===== config.mk =====
export PLATFORM = sky130hd
export DESIGN_NAME = sia_back
export DESIGN_NICKNAME = d
export VERILOG_FILES = /design/src/rtl/sia_pkg.sv /design/src/rtl/sia_back.sv
export SDC_FILE = /design/constraint.sdc
export NUM_CORES = 1
export LEC_CHECK = 0
export BUFFER_PORTS_ARGS = -buffer_cell sky130_fd_sc_hd__buf_2
export CAP_MARGIN = 5
export CORE_MARGIN = 2
export CORE_UTILIZATION = 49
export DETAILED_ROUTE_END_ITERATION = 8
export PLACE_DENSITY_LB_ADDON = 0.2
export SLEW_MARGIN = 20
export SYNTH_ARGS = -nofsm -noshare
export SYNTH_HDL_FRONTEND = slang
export SYNTH_SLANG_ARGS = --single-unit

===== constraint.sdc =====
create_clock -name clock -period 7.9 [get_ports clock]
set_input_delay 2.37 -clock clock [delete_from_list [all_inputs] [get_ports clock]]
set_output_delay 2.37 -clock clock [all_outputs]
set_load 0.05 [all_outputs]

===== src/rtl/sia_pkg.sv =====
// Shared types and operation codes for the signed integer ALU.
package sia_pkg;

   // Operation codes carried in the request tuser
   typedef enum logic [2:0] {
      MODE_ADD  = 3'd0,
      MODE_SUB  = 3'd1,
      MODE_MUL  = 3'd2,
      MODE_DIV  = 3'd3,
      MODE_CMP  = 3'd4,
      MODE_NEG  = 3'd5,
      MODE_SIGN = 3'd6
   } mode_type;

   localparam int MODE_WIDTH = 3;

   // Control that rides along with every beat through the cell chain
   typedef struct packed {
      mode_type mode;
      logic     qneg;   // quotient takes a negative sign
      logic     dz;     // division by zero seen
   } ctl_type;

endpackage


===== src/rtl/sia_back.sv =====
// Back stage: signs the quotient, selects the result and holds the output beat.
module sia_back #(
   parameter int DATA_WIDTH = 32
) (
   input  logic                   clock,
   input  logic                   reset,
   input  logic                   in_valid,
   output logic                   in_ready,
   input  sia_pkg::ctl_type       in_ctl,
   input  logic [DATA_WIDTH-1:0]  in_acc,
   input  logic [DATA_WIDTH-1:0]  in_rem,
   input  logic [DATA_WIDTH-1:0]  in_quo,
   output logic                   out_valid,
   input  logic                   out_ready,
   output logic [DATA_WIDTH-1:0]  out_value,
   output logic [DATA_WIDTH-2:0]  out_rem,
   output logic                   out_dz
);

   localparam int W = DATA_WIDTH;

   logic         valid_ff;
   logic [W-1:0] value_ff, value_in;
   logic [W-2:0] rem_ff, rem_in;
   logic         dz_ff;
   logic         load;

   assign in_ready = !valid_ff || out_ready;
   assign load     = in_valid && in_ready;

   // Select the result of the operation
   always_comb begin
      value_in = in_acc;
      rem_in   = '0;
      if (in_ctl.mode == sia_pkg::MODE_DIV) begin
         if (in_ctl.dz) begin
            value_in = '0;
         end else begin
            value_in = in_ctl.qneg ? (~in_quo + W'(1)) : in_quo;
            rem_in   = in_rem[W-2:0];
         end
      end
   end

   // Hold the output flag
   always_ff @(posedge clock) begin
      if (reset) begin
         valid_ff <= 1'b0;
      end else if (in_ready) begin
         valid_ff <= in_valid;
      end
   end

   // Load the result beat
   always_ff @(posedge clock) begin
      if (load) begin
         value_ff <= value_in;
         rem_ff   <= rem_in;
         dz_ff    <= in_ctl.dz;
      end
   end

   assign out_valid = valid_ff;
   assign out_value = value_ff;
   assign out_rem   = rem_ff;
   assign out_dz    = dz_ff;

endmodule


## Word-level counts from Yosys, hierarchy flattened

Index checks and enable logic that the tools add are counted.

- Flip-flop bits (word level): 65
- Bits in latches: 0
- Memory bits (writable): 0
- Bits in read-only memories: 0
- Input bits: 105
- Output and inout port bits: 66
- Word-level logic and storage cells: 15
- Memories kept: 0

- Add/subtract/negate cells: 1
- $mul: 0
- Divide/modulo/power cells: 0
- $lt $le $gt $ge: 0
- Equality and inequality tests: 1
- Shift operators: 0
- Muxes and demuxes: 3
- Bitwise operators: 2
- Reductions and logical operators: 4

Operators by type and width:

| kind | count |
|---|---|
| $mux W32 | 3 |
| $add A32 B1 Y32 const B | 1 |
| $not A32 Y32 | 1 |
| $eq A3 B2 Y1 const B | 1 |
| $reduce_or A2 Y1 | 1 |
| $logic_and A1 B1 Y1 | 1 |
| $logic_not A1 Y1 | 1 |
| $logic_or A1 B1 Y1 | 1 |
| $not A1 Y1 | 1 |

## Depth between registers and ports, before layout

- Depth in word-level cells: 5
- Depth in mapped cells: 7
- Mapped depth without buffers: 7

## Worst setup path before layout

OpenSTA, ideal clock, no wires.

- Path kind: input to output
- Start: input port out_ready
- End: output port in_ready
- Data arrival time: 2.801 ns
- Required time: 5.530 ns
- Slack: 2.729 ns
- Stages: 1
- Path buffers: 0
- Cells stage by stage: nand2b_1

- Word-level cells in the longest chain between the ends: 1

RTL lines:

| element | RTL line | RTL |
|---|---|---|
| start, declared | sia_back.sv:14 | `input logic out_ready,` |
| $logic_or A1 B1 Y1 | sia_back.sv:28 | `assign in_ready = !valid_ff \|\| out_ready;` |
| end, declared | sia_back.sv:8 | `output logic in_ready,` |

No other way between the ends.

## Worst setup path in the final report

Ends and elaborated chain as after synthesis.

==> impl_metrics.yaml <==
cts:
  h-tree-depth: 3
  ctsResizeCount: 0
  cts_sinks: 65
  worst_skew_pair.late_latency_ns: 0.33
  ctsLongestPathBuffers: 2
  cts.reportedPaths.clkPinSlew_ns: 0.06
  cts_buffers: 9
  post_cts_buffers: 0
  postCtsHoldBufs: 0
  clockRootBuffer: "sky130_fd_sc_hd__clkbuf_8"
  cts_tree: "done"
synth:
  synthDistinctLibCells: 36
  post_synth_instance_area_um2: 3310
  ys_seq_area_share_pct: 58.7
  synth_async_sr_flop_share_pct: 0
  synthesis.nets: 386
  synthesis.yosys.warnings: 0
  syn-mean-instance-area_um2: 11.8
  number_of_enable_type_register_cells_in_the_synthesized_netlist: 64
  synth-main-ff-cell: "sky130_fd_sc_hd__edfxtp_1"
  synth_seq_cells: 65
  post_syn_instances: 280
layout:
  fin_nets: 553
  register_area_um2: 1940
  num_antenna_cells: 0
  final_cells: 527
  area.growth.synth_to_final_pct: 33.1
  multi_input_comb_area_um2: 1280
  layout-drive-gt1-share_pct: 43.1
  nFillCells: 517
  post-route-cell-area_um2: 4410
critical_path:
  cp_startpoint: "out_ready"
  cp.arrival_ns: 2.84
  endpoint_kind: "primary output"
  cp_max_fo: 3
  crit_path_start_kind: "input port"
  reg2reg_capture_point: "out_rem[12]"
  cp.required_ns: 5.53
  timing.critical_path.slowest_stage_cell: "sky130_fd_sc_hd__buf_2"
  worst_path_cell_chain: "buf_2 > nand2b_1 > buf_2"
  r2r_slack_ns: 6.31
  ff2ff_path_depth: 3
  worst_r2r_startpoint: "out_valid"
  criticalPathCategory: "input port to primary output"
  cp_slowest_stage_delay_ns: 0.22
  path_common_cell: "sky130_fd_sc_hd__buf_2"
sta:
  min_period_ns: 5.21
  timing.clock.skew_ns: 0.00623
  part_of_the_cycle_the_worst_path_needs_pct: 65.9
  totalNegativeSetupSlack_ns: 0
  slew_headroom_pct: 34.8
  hold_viol: 0
  grt_setup_unrepaired: "false"
  timing.final.setup_violations: 0
  tightestPinTransition_ns: 0.978
  fmaxAchievable_mhz: 192
  finalMaxSlewViolations: 0
placement:
  detailedPlacementHpwl_um: 5930
  input_output_buffers: 169
  placed_cells: 513
  dpl-instance-area_um2: 4210
  gp_congestion: 0.776
die:
  start_util_pct: 51.2
  boundaryPins: 171
  die_width_um: 86.2
  die_h_um: 86.2
  fp-row-count: 29
  fp.coreArea_um2: 6460
  floorplan.die_area_um2: 7430
run:
  drv.max_cap_violation_count: 0
worst_hold_path:
  worst_hold_path.num_cells: 2
  min-delay-path-class: "flip-flop to flip-flop"
  hp-start: "out_valid"
  hold-path-endpoint: "out_valid"
global_route:
  global_route.overflow_total: 0
  grt_start_max_net_pins: 65
  grt_pass1_vias: 2617
  antenna_found_initial: 0
  global_route_wire_length_before_repair_um: 12600
  global_route.usage.total_pct: 22.0
detailed_routing:
  via_count: 2785
  firstDrtPassIters: 4
  post_drt_via_cell_ratio: 5.28
  first_iter_violations: 119
  totalWireLength_um: 8230
  drt-wirelength-per-cell_um: 15.6
  detail-route-antenna-nets: 0
  drc_viols: 0
power_and_ir_drop:
  power_density_nw_per_um2: 200
  power_leakage_uw: 0.00193
  peakVddDrop_mv: 0.127
outcome:
  run_status: "finished, final reports clean"
-- cell families after synthesis --
kind of cell / count (synthesis) / share of synthesized area, %
mux: 2 / 0.605
simple gates: 102 / 17.6
xor+xnor: 29 / 7.67
flops: 65 / 58.7
fa+ha+maj: 1 / 0.378
buf+inv: 22 / 2.65
compound gates: 59 / 12.4
-- layout make-up --
cell class                      instances  area share [%]
Timing Repair Buffer                  171            19.5
Sequential cell                        65            44.1
Inverter                                7           0.596
Clock inverter                          5            1.65
Tap cell                               77            2.19
Multi-Input combinational cell        193            29.1
Clock buffer                            9            2.81
-- layer usage --
layer / global-route usage [%] / vias to the layer above / share of wire (%)
met2: 37.4 / 134 / 49
li1: - / 1362 / -
met5: 0 / - / 0
met3: 6.57 / 8 / 9.0
met4: 6.39 / 0 / 1.3
met1: 27.5 / 1281 / 41
-- sequential cells by signal, indices dropped and copies added (netlist names) --
name       count
out_dz         1
out_rem       31
out_valid      1
out_value     32
-- through the flow --
step | worst slack [ns] | util (%) | hold slack (ns) | power [µW]
finish | 2.69 | 68.2 | 0.511 | 882
global route | 2.67 | 68.2 | 0.551 | 914
CTS | 2.69 | 68.2 | 0.511 | 888
detailed placement | 2.70 | 65.2 | 0.499 | 599
global placement | 2.71 | 65.2 | 0.484 | 596
floorplan | 2.73 | - | 1.11 | 538
-- cell usage after synthesis, drive strengths merged, types with 3 or more instances --
| cell | number | area share [%] |
|---|---|---|
| edfxtp | 64 | 58 |
| nand2 | 38 | 4.3 |
| and2 | 32 | 6.0 |
| xor2 | 23 | 6.1 |
| o21ai | 21 | 3.2 |
| o31ai | 18 | 4.1 |
| clkbuf | 13 | 1.5 |
| o41ai | 13 | 3.7 |
| inv | 7 | 0.79 |
| nor3 | 7 | 1.4 |
| nor2 | 6 | 0.68 |
| xnor2 | 6 | 1.6 |
| nor4 | 4 | 1.9 |
| a22o | 3 | 0.79 |
| nand3 | 3 | 0.60 |
| or2 | 3 | 0.57 |
| or3 | 3 | 0.57 |
-- worst max-delay path by stage --
stage	cells past startpoint	slack, ns	to
5_1_grt	3	2.67	in_ready
6_report	3	2.69	in_ready
3_5_place_dp	3	2.70	in_ready
2_1_floorplan	1	2.73	in_ready
3_3_place_gp	3	2.71	in_ready
4_1_cts	3	2.69	in_ready
-- report_power, final --
part,internal (µW),switching (µW)
registers,404,4.56
logic,52.1,131
clock network,171,119
-- cell usage in the layout (no fill, tap or decap), types with 3 or more instances in the layout --
| cell type | count |
|---|---|
| sky130_fd_sc_hd__o21ai_0 | 20 |
| sky130_fd_sc_hd__inv_1 | 7 |
| sky130_fd_sc_hd__xor2_1 | 23 |
| sky130_fd_sc_hd__clkbuf_8 | 9 |
| sky130_fd_sc_hd__or3_1 | 3 |
| sky130_fd_sc_hd__nor2_1 | 5 |
| sky130_fd_sc_hd__edfxtp_1 | 64 |
| sky130_fd_sc_hd__and2_1 | 31 |
| sky130_fd_sc_hd__buf_2 | 169 |
| sky130_fd_sc_hd__xnor2_1 | 6 |
| sky130_fd_sc_hd__o41ai_1 | 12 |
| sky130_fd_sc_hd__nand2_1 | 38 |
| sky130_fd_sc_hd__nor3_1 | 6 |
| sky130_fd_sc_hd__o31ai_1 | 18 |
| sky130_fd_sc_hd__a22o_1 | 3 |
-- worst max-delay path: cells and delay by family --
| family | cells | cell delay (ns) |
|---|---|---|
| AND/OR/NAND/NOR | 1 | 0.15 |
| buffers and inverters | 2 | 0.31 |
Power figures use the tool's default switching activity.
