==> src/rtl/sia_pkg.sv <==
// Shared types and operation codes for the signed integer ALU.
package sia_pkg;

   // Operation codes carried in the request tuser
   typedef enum logic [2:0] {
      MODE_ADD  = 3'd0,
      MODE_SUB  = 3'd1,
      MODE_MUL  = 3'd2,
      MODE_DIV  = 3'd3,
      MODE_CMP  = 3'd4,
      MODE_NEG  = 3'd5,
      MODE_SIGN = 3'd6
   } mode_type;

   localparam int MODE_WIDTH = 3;

   // Control that rides along with every beat through the cell chain
   typedef struct packed {
      mode_type mode;
      logic     qneg;   // quotient takes a negative sign
      logic     dz;     // division by zero seen
   } ctl_type;

endpackage

==> src/rtl/sia_cell.sv <==
// One cell of the chain: one quotient bit and one multiply partial product.
module sia_cell #(
   parameter int DATA_WIDTH = 32
) (
   input  logic                   clock,
   input  logic                   reset,
   input  logic                   in_valid,
   output logic                   in_ready,
   input  sia_pkg::ctl_type       in_ctl,
   input  logic [DATA_WIDTH-1:0]  in_acc,
   input  logic [DATA_WIDTH-1:0]  in_mcand,
   input  logic [DATA_WIDTH-1:0]  in_mplier,
   input  logic [DATA_WIDTH-1:0]  in_rem,
   input  logic [DATA_WIDTH-1:0]  in_quo,
   input  logic [DATA_WIDTH-1:0]  in_mb,
   output logic                   out_valid,
   input  logic                   out_ready,
   output sia_pkg::ctl_type       out_ctl,
   output logic [DATA_WIDTH-1:0]  out_acc,
   output logic [DATA_WIDTH-1:0]  out_mcand,
   output logic [DATA_WIDTH-1:0]  out_mplier,
   output logic [DATA_WIDTH-1:0]  out_rem,
   output logic [DATA_WIDTH-1:0]  out_quo,
   output logic [DATA_WIDTH-1:0]  out_mb
);

   localparam int W = DATA_WIDTH;

   logic             valid_ff;
   sia_pkg::ctl_type ctl_ff;
   logic [W-1:0]     acc_ff, acc_in;
   logic [W-1:0]     mcand_ff, mplier_ff, rem_ff, rem_in, quo_ff, mb_ff;
   logic [W-1:0]     shifted;
   logic [W:0]       trial;
   logic             take;
   logic             load;

   assign in_ready = !valid_ff || out_ready;
   assign load     = in_valid && in_ready;

   // Try one restoring subtract step
   assign shifted = {in_rem[W-2:0], in_quo[W-1]};
   assign trial   = {1'b0, shifted} - {1'b0, in_mb};
   assign take    = !trial[W];
   assign rem_in  = take ? trial[W-1:0] : shifted;

   // Add the partial product when multiplying
   always_comb begin
      acc_in = in_acc;
      if (in_ctl.mode == sia_pkg::MODE_MUL && in_mplier[0]) begin
         acc_in = in_acc + in_mcand;
      end
   end

   // Hold the control flag of the cell
   always_ff @(posedge clock) begin
      if (reset) begin
         valid_ff <= 1'b0;
      end else if (in_ready) begin
         valid_ff <= in_valid;
      end
   end

   // Advance the payload to the next cell
   always_ff @(posedge clock) begin
      if (load) begin
         ctl_ff    <= in_ctl;
         acc_ff    <= acc_in;
         mcand_ff  <= {in_mcand[W-2:0], 1'b0};
         mplier_ff <= {1'b0, in_mplier[W-1:1]};
         rem_ff    <= rem_in;
         quo_ff    <= {in_quo[W-2:0], take};
         mb_ff     <= in_mb;
      end
   end

   assign out_valid  = valid_ff;
   assign out_ctl    = ctl_ff;
   assign out_acc    = acc_ff;
   assign out_mcand  = mcand_ff;
   assign out_mplier = mplier_ff;
   assign out_rem    = rem_ff;
   assign out_quo    = quo_ff;
   assign out_mb     = mb_ff;

endmodule

==> config.mk <==
export PLATFORM = sky130hd
export DESIGN_NAME = sia_cell
export DESIGN_NICKNAME = d
export VERILOG_FILES = /design/src/rtl/sia_pkg.sv /design/src/rtl/sia_cell.sv
export SDC_FILE = /design/constraint.sdc
export NUM_CORES = 1
export LEC_CHECK = 0
export BUFFER_PORTS_ARGS = -buffer_cell sky130_fd_sc_hd__buf_2
export CAP_MARGIN = 0
export CORE_ASPECT_RATIO = 0.7
export CORE_MARGIN = 4
export CORE_UTILIZATION = 49
export CTS_BUF_LIST = sky130_fd_sc_hd__clkbuf_16
export CTS_CLUSTER_SIZE = 14
export DETAILED_ROUTE_END_ITERATION = 12
export HOLD_SLACK_MARGIN = 0.03
export PLACE_DENSITY = 0.93
export SLEW_MARGIN = 20
export SYNTH_ARGS = -nofsm -noshare
export SYNTH_HDL_FRONTEND = slang
export SYNTH_SLANG_ARGS = --single-unit
==> constraint.sdc <==
create_clock -name clock -period 7.4 [get_ports clock]
set_input_delay 0.74 -clock clock [delete_from_list [all_inputs] [get_ports clock]]
set_output_delay 0.74 -clock clock [all_outputs]
set_load 0.05 [all_outputs]
# Word level (Yosys, flattened, before mapping)
# Cells that the tools add are included.
# word_totals
register_bits,196
input_bits,201
out_inout_bits,199
# classes
add_sub_neg,2
n_eq_ne,1
muxes,2
reduce_logical,5
# op_table
op,count
$mux W32,2
$sub A32 B32 Y33,1
$add A32 B32 Y32,1
$eq A3 B2 Y1 const B,1
$logic_and A1 B1 Y1,2
$logic_not A1 Y1,2
$logic_or A1 B1 Y1,1

# Depth between registers and ports, before layout
# logic_depth
depth_word,3
depth_mapped,13

# Least setup slack after synthesis
# Ideal clock, no wire load.
# synth_timing
kind,input port to flip-flop
start,input port out_ready
end,"register acc_ff[0], in the netlist out_acc[0] (enable)"
setup_ns,0.578
t_arrival_ns,5.715
setup_slack_ns,1.107
stages,2
n_path_buf,0
cell_sequence,nand2b_1 and2_1
# synth_via
elab_chain_len,2
# synth_lines
item,line_no,rtl
"start, declared",sia_cell.sv:17,"input logic out_ready,"
$logic_or A1 B1 Y1,sia_cell.sv:38,assign in_ready = !valid_ff || out_ready;
$logic_and A1 B1 Y1,sia_cell.sv:39,assign load = in_valid && in_ready;
via load,sia_cell.sv:36,logic load;
"end signal, assigned",sia_cell.sv:68,acc_ff <= acc_in;
"end, declared",sia_cell.sv:31,"logic [W-1:0] acc_ff, acc_in;"
# The timed path passes the listed nets, and every way through them passes these cells.
# A chain may end at the register's enable or synchronous reset.

# Worst setup path in the final report
# layout_timing
start,input port in_quo[31]
end,"register rem_ff[3], in the netlist out_rem[3] (data pin)"
# layout_via
elab_chain_len,2
# layout_lines
item,line_no,rtl
"start, declared",sia_cell.sv:14,"input logic [DATA_WIDTH-1:0] in_quo,"
$sub A32 B32 Y33,sia_cell.sv:43,"assign trial = {1'b0, shifted} - {1'b0, in_mb};"
$mux W32,sia_cell.sv:45,assign rem_in = take ? trial[W-1:0] : shifted;
via rem_in[3],sia_cell.sv:32,"logic [W-1:0] mcand_ff, mplier_ff, rem_ff, rem_in, quo_ff, mb_ff;"
"end signal, assigned",sia_cell.sv:71,rem_ff <= rem_in;
"end, declared",sia_cell.sv:32,
# The timed path passes the listed nets, and every way through them passes these cells.

==> PnR_summary.wiki <==
{| class="wikitable"
! Metric !! Value
|-
| Status || completed
|-
| Most frequent cell after synthesis || sky130_fd_sc_hd__edfxtp_1
|-
| PostCTS Resize Cnt || 0
|-
| Global routing usage summed across all routing layers || 25.9%
|-
| Internal power consumption || 2.02 mW
|-
| CTS root buf || sky130_fd_sc_hd__clkbuf_16
|-
| Setup repair after global routing missed its margin || false
|-
| Endpoint of the most critical register-to-register path || out_mb[14]$_DFFE_PP_
|-
| Fmax || 0.266 GHz
|-
| Critical Path Start Type || primary input
|-
| Initial drt markers || 769
|-
| Clock skew after layout || 0.00791 ns
|-
| Max Root-Sink Buffers || 2
|-
| Final setup TNS || 0 ns
|-
| Critical-path cell list || buf_2 -> inv_1 -> ha_1 -> fa_1 -> nor2b_1 -> o31a_1 -> o2111a_1 -> a211oi_2 -> o31a_2 -> o21ai_2 -> a21o_1 -> buf_4 -> mux2_2
|-
| Maximum fanout count along the critical path || 59
|-
| Relative area change from synthesis to final layout || 28.4%
|-
| Drt via density || 5.56
|-
| Tmin final || 3.76 ns
|-
| Synthesized area per cell || 11.8 um^2
|-
| Family with the most delay on the worst path || compound AO/OA/AOI/OAI gates
|-
| Inst Count DP || 1492
|-
| Largest vdd supply drop || 0.129 mV
|-
| Max-capacitance violation count || 0
|-
| Clock share of power || 30.3%
|-
| Area of the core region || 20000 um^2
|-
| Count of cell types in the netlist || 60
|-
| Fillcell total || 1557
|-
| Clock input transition at the sequential cells of the worst setup and hold paths || 0.08 ns
|-
| Post-synthesis sequential area ratio || 58.7%
|-
| Final number of max-transition violations || 0
|-
| Worst-Margin Slew || 1.02 ns
|-
| Final antenna-violating net count || 0
|-
| # nets final || 1507
|-
| Wire per inst || 20.0 um
|-
| Delay of the slowest critical-path stage || 0.50 ns
|-
| Critical path launch point || in_quo[31]
|-
| Combinational share of power || 26.5%
|-
| Switching power as a share of total power || 34.7%
|-
| Area of the die || 22800 um^2
|-
| Critical path start-end classification || primary input to register
|-
| Worst hold path class || primary input to register
|-
| Number of buffer and inverter stages on the critical path || 3
|-
| Most used flip-flop cell after synthesis || sky130_fd_sc_hd__edfxtp_1
|-
| Standard-cell rows || 43
|-
| Hold endpoint || out_valid$_SDFFE_PP0N_
|-
| Antenna violations before repair || 8
|-
| Post-CTS setup-driven buffer insertion count || 0
|-
| Combined area of all synthesized cells || 10000 um^2
|-
| Kind of end point of the critical path || register
|-
| Total overflow reported by the global router || 0
|-
| Fraction of layout cells with a size suffix above 1 || 36.0%
|-
| Router iterations before antenna repair || 7
|-
| Critical Path AT || 3.95 ns
|-
| Post-synthesis register bit count || 196
|-
| Insertion delay to the later sink of the worst-skew pair || 0.43 ns
|-
| Asr flop ratio synth || 0%
|-
| Number of hold buffers added after cts || 0
|-
| Post-Route WL || 30600 um
|-
| Final RePlAce weighted congestion || 0.938
|-
| Worst hold path depth || 2
|-
| Number of cells on the worst reg-to-reg path || 3
|-
| Largest net degree at the start of global routing || 84
|-
| Number of enable flip-flop cells after synthesis || 195
|-
| Initial standard-cell utilization of the core || 50.1%
|-
| Library cell contributing the largest single delay on the critical path || sky130_fd_sc_hd__buf_4
|-
| Count of buffers inserted at the top-level ports || 396
|-
| Clock buffer count from CTS || 17
|-
| Biggest area consumer among synthesized cells || sky130_fd_sc_hd__edfxtp_1
|-
| I/O pin count || 400
|-
| Launch point of the worst hold path || reset
|-
| Critical Path RT || 7.59 ns
|-
| H-tree depth || 4
|-
| Count of final setup violators || 0
|-
| Launch point of the worst reg-to-reg path || out_valid$_SDFFE_PP0N_
|-
| Hold Vio Cnt, Final || 0
|-
| Fin crit share || 50.9%
|-
| Slew HR || 31.7%
|-
| Placed wire-length estimate after detailed placement || 24100 um
|-
| Via count of the first global-routing pass || 8253
|-
| Total clock sinks || 196
|-
| Switch Pwr || 1.07 mW
|-
| R2r setup slk || 5.16 ns
|-
| Sequential share of power || 43.3%
|-
| Chip Height || 128 um
|-
| TritonCTS clock tree || yes
|-
| Ys Warns || 0
|-
| Final instance count without filler cells || 1530
|-
| Cell count after synthesis || 849
|-
| Total via count in the routed design || 8504
|-
| Power per unit of standard cell area || 240 nW/um^2
|-
| Final routed DRC violation total || 0
|-
| Most area-consuming cells after synthesis || sky130_fd_sc_hd__edfxtp_1 59%, sky130_fd_sc_hd__ha_1 7.9%, sky130_fd_sc_hd__a21oi_1 4.5%, sky130_fd_sc_hd__nand2_1 3.5%, sky130_fd_sc_hd__xnor2_1 3.2%
|-
| Die width || 179 um
|-
| List of most frequent post-synthesis cells || 195 x sky130_fd_sc_hd__edfxtp_1, 93 x sky130_fd_sc_hd__nand2_1, 89 x sky130_fd_sc_hd__a21oi_1, 63 x sky130_fd_sc_hd__ha_1, 58 x sky130_fd_sc_hd__o21ai_0
|-
| Cell leakage power || 5.78 nW
|-
| First-pass GRT wire length || 45400 um
|-
| Synth top area share || 58.5%
|}
[sequential cells by signal, summed over array words and instances, names as in the netlist]
signal      flops
out_acc        32
out_mb         32
out_quo        32
out_rem        32
out_mcand      31
out_mplier     31
out_ctl         5
out_valid       1
[layer usage]
metal | global-route usage [%] | part of all wire, % | up-vias
met1 | 34.1 | 40 | 4059
li1 | - | - | 3935
met5 | 0 | 0.069 | -
met3 | 7.25 | 9.6 | 66
met2 | 42.0 | 48 | 440
met4 | 7.80 | 2.9 | 4
[cells in the final DEF, fill, tap and decap left out, types with 3 or more instances in the layout]
| cell type | netlist | final |
|---|---|---|
| sky130_fd_sc_hd__a211oi_1 | 4 | 4 |
| sky130_fd_sc_hd__a21o_1 | 24 | 24 |
| sky130_fd_sc_hd__a21oi_1 | 89 | 89 |
| sky130_fd_sc_hd__a221oi_1 | 5 | 5 |
| sky130_fd_sc_hd__a31oi_1 | 6 | 6 |
| sky130_fd_sc_hd__and3_1 | 6 | 6 |
| sky130_fd_sc_hd__buf_2 | 5 | 396 |
| sky130_fd_sc_hd__buf_4 | 2 | 5 |
| sky130_fd_sc_hd__clkbuf_16 | 0 | 17 |
| sky130_fd_sc_hd__clkinv_8 | 0 | 6 |
| sky130_fd_sc_hd__diode_2 | 0 | 6 |
| sky130_fd_sc_hd__edfxtp_1 | 195 | 195 |
| sky130_fd_sc_hd__ha_1 | 63 | 63 |
| sky130_fd_sc_hd__inv_1 | 53 | 54 |
| sky130_fd_sc_hd__inv_6 | 0 | 5 |
| sky130_fd_sc_hd__mux2_4 | 3 | 3 |
| sky130_fd_sc_hd__nand2_1 | 93 | 93 |
| sky130_fd_sc_hd__nand2b_1 | 6 | 6 |
| sky130_fd_sc_hd__nand3_1 | 13 | 13 |
| sky130_fd_sc_hd__nand4_1 | 6 | 6 |
| sky130_fd_sc_hd__nor2_1 | 52 | 52 |
| sky130_fd_sc_hd__nor2b_1 | 7 | 7 |
| sky130_fd_sc_hd__nor3_1 | 11 | 11 |
| sky130_fd_sc_hd__o2111ai_1 | 5 | 5 |
| sky130_fd_sc_hd__o211ai_1 | 3 | 3 |
| sky130_fd_sc_hd__o21a_1 | 9 | 9 |
| sky130_fd_sc_hd__o21ai_0 | 58 | 58 |
| sky130_fd_sc_hd__o21bai_1 | 7 | 7 |
| sky130_fd_sc_hd__o31ai_1 | 5 | 5 |
| sky130_fd_sc_hd__or2_2 | 5 | 5 |
| sky130_fd_sc_hd__xnor2_1 | 37 | 37 |
| sky130_fd_sc_hd__xor2_1 | 18 | 18 |
[stage by stage]
stage               util [%]  hold WS (ns)  worst slack [ns]  area, um^2  power (mW)
global placement        61.3         0.519              3.30       12200        2.14
finish                  64.4         0.475              3.64       12900        3.09
CTS                     64.3         0.450              3.72       12800        3.10
global route            64.4         0.444              3.48       12900        3.22
detailed placement      61.3         0.549              3.25       12200        2.17
floorplan                  -         0.809              1.11       10000        1.96
[power by group through the flow]
stage                     clock [mW]  sequential [mW]  combinational [mW]
after floorplan                    0             1.64               0.318
after global placement             0             1.36               0.781
after detailed placement           0             1.36               0.806
after CTS                      0.952             1.34               0.812
after global routing            1.01             1.34               0.870
final                          0.936             1.34               0.818
[cells by family after synthesis]
| family | synth area share, % |
|---|---|
| XOR/XNOR | 4.81 |
| AND/OR/NAND/NOR | 9.45 |
| AO/OA/AOI/OAI | 14.7 |
| multiplexers | 0.563 |
| buffers and inverters | 3.45 |
| other | 0.0375 |
| adder cells (fa/ha/maj) | 8.28 |
| flip-flops | 58.7 |
[final cells by class]
cell class,instances,area [um^2],area share [%]
Sequential cell,196,5880,45.7
Multi-Input combinational cell,572,3800,29.6
Timing Repair Buffer,401,2020,15.7
Clock buffer,17,425,3.31
Tap cell,270,338,2.63
Inverter,53,199,1.55
Clock inverter,15,184,1.43
Antenna cell,6,15.0,0.117
[how the worst max path moves through the flow]
stage / end / slack (ns) / depth (start not counted)
2_1_floorplan: out_acc[0]$_DFFE_PP_ / 1.11 / 2
3_3_place_gp: out_rem[3]$_DFFE_PP_ / 3.30 / 13
3_5_place_dp: out_rem[3]$_DFFE_PP_ / 3.25 / 13
4_1_cts: out_rem[3]$_DFFE_PP_ / 3.72 / 13
5_1_grt: out_rem[3]$_DFFE_PP_ / 3.48 / 13
6_report: out_rem[3]$_DFFE_PP_ / 3.64 / 13
No activity file was read; power rests on OpenSTA's default activity.
